===== src/grc_pkg.sv =====
// grc_pkg: shared constants, payload structs and controller/datapath link types
// for the grid ray caster. no dependencies.
package grc_pkg;

    localparam int MAP_DIM   = 32;
    localparam int MAP_CELLS = 1024;
    localparam int TEX_SIZE  = 64;

    localparam logic MODE_LOAD = 1'b0;
    localparam logic MODE_CAST = 1'b1;

    // register indexes, byte address is 4 times the index
    localparam logic [1:0] REG_MAP_WIDTH  = 2'd0;
    localparam logic [1:0] REG_MAP_HEIGHT = 2'd1;
    localparam logic [1:0] REG_LINE_SCALE = 2'd2;
    localparam logic [1:0] REG_MIN_HEIGHT = 2'd3;

    localparam logic [5:0]  MAP_WIDTH_RST  = 6'd32;
    localparam logic [5:0]  MAP_HEIGHT_RST = 6'd32;
    localparam logic [15:0] LINE_SCALE_RST = 16'd272;
    localparam logic [11:0] MIN_HEIGHT_RST = 12'd0;

    localparam logic [11:0] HEIGHT_MAX = 12'd4095;

    typedef struct packed {
        logic               mode;
        logic        [9:0]  cell_index;
        logic        [7:0]  cell_value;
        logic        [14:0] origin_x;
        logic        [14:0] origin_y;
        logic signed [15:0] dir_x;
        logic signed [15:0] dir_y;
        logic        [15:0] fisheye_factor;
    } item_t;

    typedef struct packed {
        logic        hit_found;
        logic [4:0]  hit_cell_x;
        logic [4:0]  hit_cell_y;
        logic [7:0]  wall_id;
        logic        hit_side;
        logic [15:0] ray_length;
        logic [5:0]  texture_column;
        logic [11:0] line_height;
    } result_t;

    typedef enum logic [1:0] {
        DIV_LEN,
        DIV_OFF,
        DIV_HGT
    } div_sel_t;

    typedef struct packed {
        logic     load;
        logic     init;
        logic     read;
        logic     set_hit;
        logic     eval;
        logic     step;
        logic     fin;
        logic     div_start;
        div_sel_t div_sel;
        logic     store_len;
        logic     store_off;
        logic     store_h;
    } cmd_t;

    typedef struct packed {
        logic stop_walk;
        logic cell_nz;
        logic dir_zero;
        logic crossed;
        logic div_done;
        logic len_zero;
    } stat_t;

endpackage


===== src/grc_ctrl.sv =====
// grc_ctrl: ray caster sequencer - walks the grid, then runs up to three divisions.
// depends on grc_pkg.
module grc_ctrl (
    input  logic           clk,
    input  logic           rst_n,
    input  logic           start,
    input  logic           mode,
    input  grc_pkg::stat_t stat,
    output grc_pkg::cmd_t  cmd,
    output logic           busy,
    output logic           result_valid
);

    typedef enum logic [3:0] {
        S_IDLE,
        S_CHECK,
        S_EVAL,
        S_STEP,
        S_FIN,
        S_DIVLEN,
        S_DIVOFF,
        S_HGT,
        S_DIVH,
        S_OUT
    } state_t;

    state_t state_reg, state_next;
    logic   busy_reg, valid_reg;

    always_comb
    begin
        cmd        = '0;
        state_next = state_reg;
        unique case (state_reg)
            S_IDLE:
            begin
                if (start && mode == grc_pkg::MODE_LOAD)
                begin
                    cmd.load = 1'b1;
                end
                else if (start)
                begin
                    cmd.init   = 1'b1;
                    state_next = S_CHECK;
                end
            end
            S_CHECK:
            begin
                if (stat.stop_walk)
                begin
                    state_next = S_FIN;
                end
                else
                begin
                    cmd.read   = 1'b1;
                    state_next = S_EVAL;
                end
            end
            S_EVAL:
            begin
                if (stat.cell_nz)
                begin
                    cmd.set_hit = 1'b1;
                    state_next  = S_FIN;
                end
                else if (stat.dir_zero)
                begin
                    state_next = S_FIN;
                end
                else
                begin
                    cmd.eval   = 1'b1;
                    state_next = S_STEP;
                end
            end
            S_STEP:
            begin
                cmd.step   = 1'b1;
                state_next = S_CHECK;
            end
            S_FIN:
            begin
                if (stat.crossed)
                begin
                    cmd.fin       = 1'b1;
                    cmd.div_start = 1'b1;
                    cmd.div_sel   = grc_pkg::DIV_LEN;
                    state_next    = S_DIVLEN;
                end
                else
                begin
                    state_next = S_HGT;
                end
            end
            S_DIVLEN:
            begin
                cmd.div_sel = grc_pkg::DIV_LEN;
                if (stat.div_done)
                begin
                    cmd.store_len = 1'b1;
                    cmd.div_start = 1'b1;
                    cmd.div_sel   = grc_pkg::DIV_OFF;
                    state_next    = S_DIVOFF;
                end
            end
            S_DIVOFF:
            begin
                cmd.div_sel = grc_pkg::DIV_OFF;
                if (stat.div_done)
                begin
                    cmd.store_off = 1'b1;
                    state_next    = S_HGT;
                end
            end
            S_HGT:
            begin
                if (stat.len_zero)
                begin
                    cmd.store_h = 1'b1;
                    state_next  = S_OUT;
                end
                else
                begin
                    cmd.div_start = 1'b1;
                    cmd.div_sel   = grc_pkg::DIV_HGT;
                    state_next    = S_DIVH;
                end
            end
            S_DIVH:
            begin
                cmd.div_sel = grc_pkg::DIV_HGT;
                if (stat.div_done)
                begin
                    cmd.store_h = 1'b1;
                    state_next  = S_OUT;
                end
            end
            S_OUT:
            begin
                state_next = S_IDLE;
            end
            default:
            begin
                state_next = S_IDLE;
            end
        endcase
    end

    always_ff @(posedge clk or negedge rst_n)
    begin
        if (!rst_n)
        begin
            state_reg <= S_IDLE;
            busy_reg  <= 1'b0;
            valid_reg <= 1'b0;
        end
        else
        begin
            state_reg <= state_next;
            busy_reg  <= (state_next != S_IDLE);
            valid_reg <= (state_next == S_OUT);
        end
    end

    assign busy         = busy_reg;
    assign result_valid = valid_reg;

endmodule

===== config.mk =====
export PLATFORM = sky130hd
export DESIGN_NAME = grc_ctrl
export DESIGN_NICKNAME = d
export VERILOG_FILES = /design/src/grc_pkg.sv /design/src/grc_ctrl.sv
export SDC_FILE = /design/constraint.sdc
export NUM_CORES = 1
export LEC_CHECK = 0
export BUFFER_PORTS_ARGS = -buffer_cell sky130_fd_sc_hd__buf_4
export CAP_MARGIN = 20
export CORE_AREA = 2 2 39 41
export CTS_CLUSTER_DIAMETER = 150
export DETAILED_ROUTE_END_ITERATION = 16
export DIE_AREA = 0 0 41 43
export HOLD_SLACK_MARGIN = 0.03
export PLACE_DENSITY = 0.68
export SYNTH_ARGS = -nofsm -noshare
export SYNTH_HDL_FRONTEND = slang
export SYNTH_SLANG_ARGS = --single-unit

===== constraint.sdc =====
create_clock -name clk -period 5.1 [get_ports clk]
set_input_delay 0.51 -clock clk [delete_from_list [all_inputs] [get_ports clk]]
set_output_delay 0.51 -clock clk [all_outputs]
set_load 0.01 [all_outputs]

==> results of run 1 <==
cell type report:
type                            count  area (um^2)  share of cell area (%)
Clock buffer                        3         22.5                    3.32
Tap cell                           16         20.0                    2.95
Timing Repair Buffer               24          180                    26.6
Multi-Input combinational cell     42          287                    42.3
Sequential cell                     6          150                    22.1
Inverter                            5         18.8                    2.77
final timing paths:
kind	to	slack [ps]	depth (start not counted)
worst max register to register	busy$_DFF_PN0_	3120	4
max in group asynchronous	state_reg[1]$_DFF_PN0_	4930	1
min in group clk	state_reg[2]$_DFF_PN0_	560	3
worst min register to register	state_reg[2]$_DFF_PN0_	600	1
worst max-delay path	cmd[0]	2640	3
worst min-delay path	busy$_DFF_PN0_	60	1
stage by stage:
step	total power, uW	hold slack, ps
6_report	366	58.4
5_1_grt	392	50.5
4_1_cts	366	56.6
3_5_place_dp	320	320
3_3_place_gp	319	319
2_1_floorplan	274	214
power by group through the flow:
stage                     registers, uW  logic [uW]  clock network [uW]
after floorplan                    75.5         199                   0
after global placement              102         217                   0
after detailed placement            104         215                   0
after CTS                           103         217                45.4
after global routing                110         233                48.9
final                               105         217                44.6
worst max-delay path: cells and delay by family (launching register included):
kind | cells | cell delay (ps)
and+or+nand+nor | 1 | 760
DFF | 1 | 480
AOI/OAI and AO/OA | 1 | 260
buffers and inverters | 1 | 200
layout by cell type, fill, tap and decap left out, types with 2 or more instances in the layout:
cell type	Yosys	final
clkbuf_4	0	3
nor2_1	5	5
nand2b_1	3	3
nor2b_1	3	3
nor3_1	4	4
inv_1	5	5
dfrtp_1	6	6
nor4_1	2	2
buf_4	1	24
o32ai_1	3	3
nand2_1	2	2
or4b_2	2	2
or2_2	3	3
routing by layer:
metal,global-route usage (%),vias to the layer above,wire length (um)
met3,4.71,2,88
li1,-,255,-
met4,6.00,0,4
met2,20.0,23,605
met1,18.0,246,473
met5,0,-,0
cells by family (layout without fill, tap and decap cells):
| family | after synthesis | count (layout) | synth area share, % |
|---|---|---|---|
| AOI/OAI and AO/OA | 11 | 11 | 17.0 |
| buffers and inverters | 10 | 32 | 12.5 |
| DFF | 6 | 6 | 30.1 |
| muxes | 1 | 1 | 2.01 |
| and+or+nand+nor | 30 | 30 | 38.3 |
==> flow_summary.ini, run 1 <==
[clock_network]
cts-root-buf = clkbuf_4
postCtsHoldBufs = 0
clock_latency_ps = 250
cts_resized = 0
clkSinkCount = 6
cts_setup_buffers = 0
numCtsBuffers = 3
cts.htree.levels = 1
cts_tree = built
clkTransAtPathRegs_ps = 50
cts_max_path_buffers = 2

[power]
pwr-share-seq_pct = 28.6
ir_worst_vdd_v = 0.000296
clkPwrFrac_pct = 12.2
switchingPower_uw = 159
combPwrFrac_pct = 59.2
p_leak_uw = 0.000327
powerDensity_nw_per_um2 = 539
power.internal_uw = 207
swShare_pct = 43.5

[drt]
num_vias = 526
ant_nets = 0
post-route-drc-count = 0
drt_wl_total_mm = 1.17
dr.pass1.iters = 4
drt_iter0_drc = 12
avgRoutedWirePerCell_um = 12.2
viasPerCell = 5.48

[layout]
final_util_pct = 49.0
nets = 92
fillCellCount = 154
final_cells = 96
drive_above_1_share_pct = 43.8
largest_reg_flops = 4
fin_area_um2 = 678
syn_to_final_growth_pct = 35.8
diodes = 0

[global_route]
grt_first_pass_wirelength_mm = 1.64
gr-total-overflow = 0
grt_max_degree = 13
grtUsageTotal_pct = 13.8
antenna_found_initial = 0
grt_pass1_vias = 393

[yosys]
syn-num-nets = 68
ys_types = 30
ys_ff_latch = 6
yosys_warnings = 0
yosysSeqAreaShare_pct = 30.1
netlist_top_cells_count = dfrtp_1, inv_1, nor2_1, nor3_1
syn-cell-area_um2 = 499
yosys.area.top_type = dfrtp_1
synth_top_area_share_pct = 30.1
synthFlopType = dfrtp_1
syn_inst = 58
synth_area_per_cell_um2 = 8.61
asyncSetResetFlopFracSynth_pct = 100
synth_area_leaders = dfrtp_1, o32ai_1, nor3_1
synth-edff-count = 0
synth.most_common_cell = dfrtp_1

[sta]
skew_ps = 2.18
drv_slew = 0
worst_pin_slew_ps = 422
setup_ws_ps = 2640
tns_ps = 0
final.period_utilization_pct = 48.1
clock.fmax_mhz = 407
rsz0062_at_grt = no
finalCriticalPeriod_ps = 2460
setup_viol = 0
finalHoldViolCount = 0
max_slew_margin_pct = 71.8

[placement]
io_buffers = 24
pre_cts_ws_ps = 2940
hpwl_um = 911
place_congestion = 0.779
dpl_cell_area_um2 = 656
dp.cells = 93

[worst_hold_path]
hold_class = input pin to async pin

[critical_path]
arrival_ps = 1950
r2r-start = state_reg[1]$_DFF_PN0_
worstPathCellList = or4b_2 > o32ai_1 > buf_4
slowest_stage = or4b_2
cp-start-kind = flip-flop
critPathKind = flip-flop to output pin
end_kind = output pin
path_max_fanout = 9
max_stage_delay_ps = 760
cp.required_ps = 4590
startpoint = state_reg[2]$_DFF_PN0_

[floorplan]
pin_count = 25
fp.dieH_um = 43
dieWidth_um = 41
placementRows = 14
die_area_um2 = 1760
core_area_um2 = 1380
start_util_pct = 36.1

[job]
maxCapViolations = 0

[run_status]
outcome = complete, no violations
(Power assumes the default switching activity.)
==> run 2: changes to the inputs <==
==> constraint.sdc (replaced) <==
create_clock -name clk -period 2.56 [get_ports clk]
set_input_delay 0.256 -clock clk [delete_from_list [all_inputs] [get_ports clk]]
set_output_delay 0.256 -clock clk [all_outputs]
set_load 0.01 [all_outputs]
==> run 2 against run 1 <==
  * Power up 97%
  * Non-clock buffer count up 1
  * Combinational power increased by 95%
  * Highest routed layer unchanged
==> flow_summary.ini, run 2 (synthesized netlist as in run 1, its figures left out) <==
[placement]
hpwl_um = 884
place_congestion = 0.802
dp.cells = 93
io_buffers = 24

[floorplan]
core_area_um2 = 1380
placementRows = 14
dieWidth_um = 41
die_area_um2 = 1760
pin_count = 25
start_util_pct = 36.1
fp.dieH_um = 43

[clock_network]
clkTransAtPathRegs_ps = 40
cts_tree = built
clkSinkCount = 6
cts_resized = 0
cts.htree.levels = 1
clock_latency_ps = 240
cts_max_path_buffers = 2
numCtsBuffers = 3
cts-root-buf = clkbuf_4

[layout]
drive_above_1_share_pct = 43.2
syn_to_final_growth_pct = 37.8
final_common_cell = buf_4
diodes = 0
fillCellCount = 141
largest_reg_flops = 4
final_cells = 97
nets = 93
layout_common_cells = buf_4, dfrtp_1, nor2_1, inv_1, nor3_1

[sta]
rsz0062_at_grt = no
final.period_utilization_pct = 83.4
setup_viol = 0
max_slew_margin_pct = 74.6
finalCriticalPeriod_ps = 2130
clock.fmax_mhz = 469
worst_pin_slew_ps = 377
finalHoldViolCount = 0
tns_ps = 0
skew_ps = 2.75
drv_slew = 0

[job]
maxCapViolations = 0

[worst_hold_path]
hold_depth = 3
hold_class = input pin to flip-flop

[power]
powerDensity_nw_per_um2 = 1050
ir_worst_vdd_v = 0.000419
swShare_pct = 42.7
pwr-share-seq_pct = 29.4
power.internal_uw = 412
combPwrFrac_pct = 58.8
p_leak_uw = 0.000331
switchingPower_uw = 307
clkPwrFrac_pct = 11.9

[global_route]
grtUsageTotal_pct = 15.9
grt_max_degree = 13
antenna_found_initial = 0
grt_pass1_vias = 420
gr-total-overflow = 0
grt_first_pass_wirelength_mm = 1.81

[critical_path]
cp-start-kind = flip-flop
rr_worst_depth = 4
end_kind = output pin
critPathKind = flip-flop to output pin
path_max_fanout = 9
arrival_ps = 1880
cp.required_ps = 2300

[run_status]
outcome = complete, no violations

[drt]
ant_nets = 0
dr.pass1.iters = 4
drt_iter0_drc = 24
num_vias = 501
post-route-drc-count = 0
drt_wl_total_mm = 1.15
avgRoutedWirePerCell_um = 11.9
viasPerCell = 5.16
-- run 2: changes by cell type in the layout (fill, tap and decap cells not counted), sizes merged --
cell | previous run | this run
dlygate4sd3 | 0 | 1
-- run 2: power groups by stage --
stage / combinational (uW) / sequential, uW / clock [uW]
floorplan: 396 / 150 / 0
global placement: 425 / 209 / 0
detailed placement: 428 / 208 / 0
CTS: 427 / 208 / 87.6
global route: 460 / 223 / 94.6
finish: 423 / 211 / 85.3
-- run 2: final cells by class --
type	instances	area, um^2	area share, %
flip-flops and latches	6	150	21.8
multi-input cells	42	287	41.6
well taps	16	20.0	2.91
inverters	5	18.8	2.73
repair buffers	25	190	27.6
clock buffers	3	22.5	3.27
-- run 2: worst max-delay path, cell delays in order (launching register included) --
cell and delay, ps:
dfrtp_1 470, or4b_2 750, o32ai_1 220, buf_4 190
-- run 2: timing repair --
action,CTS,global route
setup endpoints to repair,0,0
hold buffers,1,0
buffers inserted,0,0
hold endpoints to repair,6,0
-- run 2: metal layers --
layer	track usage [%]	wire length [um]	vias to the layer above
met3	3.14	46	4
met2	21.6	563	16
met4	14.0	36	0
met5	0	0	-
met1	20.0	507	225
li1	-	-	256
-- run 2: worst paths after layout --
kind / startpoint / end / slack (ps)
max: state_reg[2]$_DFF_PN0_ / cmd[0] / 430
min: stat[5] / state_reg[2]$_DFF_PN0_ / 310
max reg2reg: state_reg[1]$_DFF_PN0_ / busy$_DFF_PN0_ / 580
min reg2reg: state_reg[3]$_DFF_PN0_ / state_reg[2]$_DFF_PN0_ / 610
max in group asynchronous: rst_n / state_reg[0]$_DFF_PN0_ / 2100
min in group asynchronous: rst_n / state_reg[1]$_DFF_PN0_ / 350
-- run 2: metrics by stage --
step | setup WS, ps | utilization (%) | hold slack [ps] | power, uW | area [um^2]
2_1_floorplan | 785 | - | -39.6 | 546 | 499
3_3_place_gp | 583 | 47.4 | 62.5 | 634 | 656
3_5_place_dp | 595 | 47.4 | 63.1 | 636 | 656
4_1_cts | 412 | 49.7 | 301 | 722 | 688
5_1_grt | 320 | 49.7 | 323 | 778 | 688
6_report | 426 | 49.7 | 307 | 719 | 688
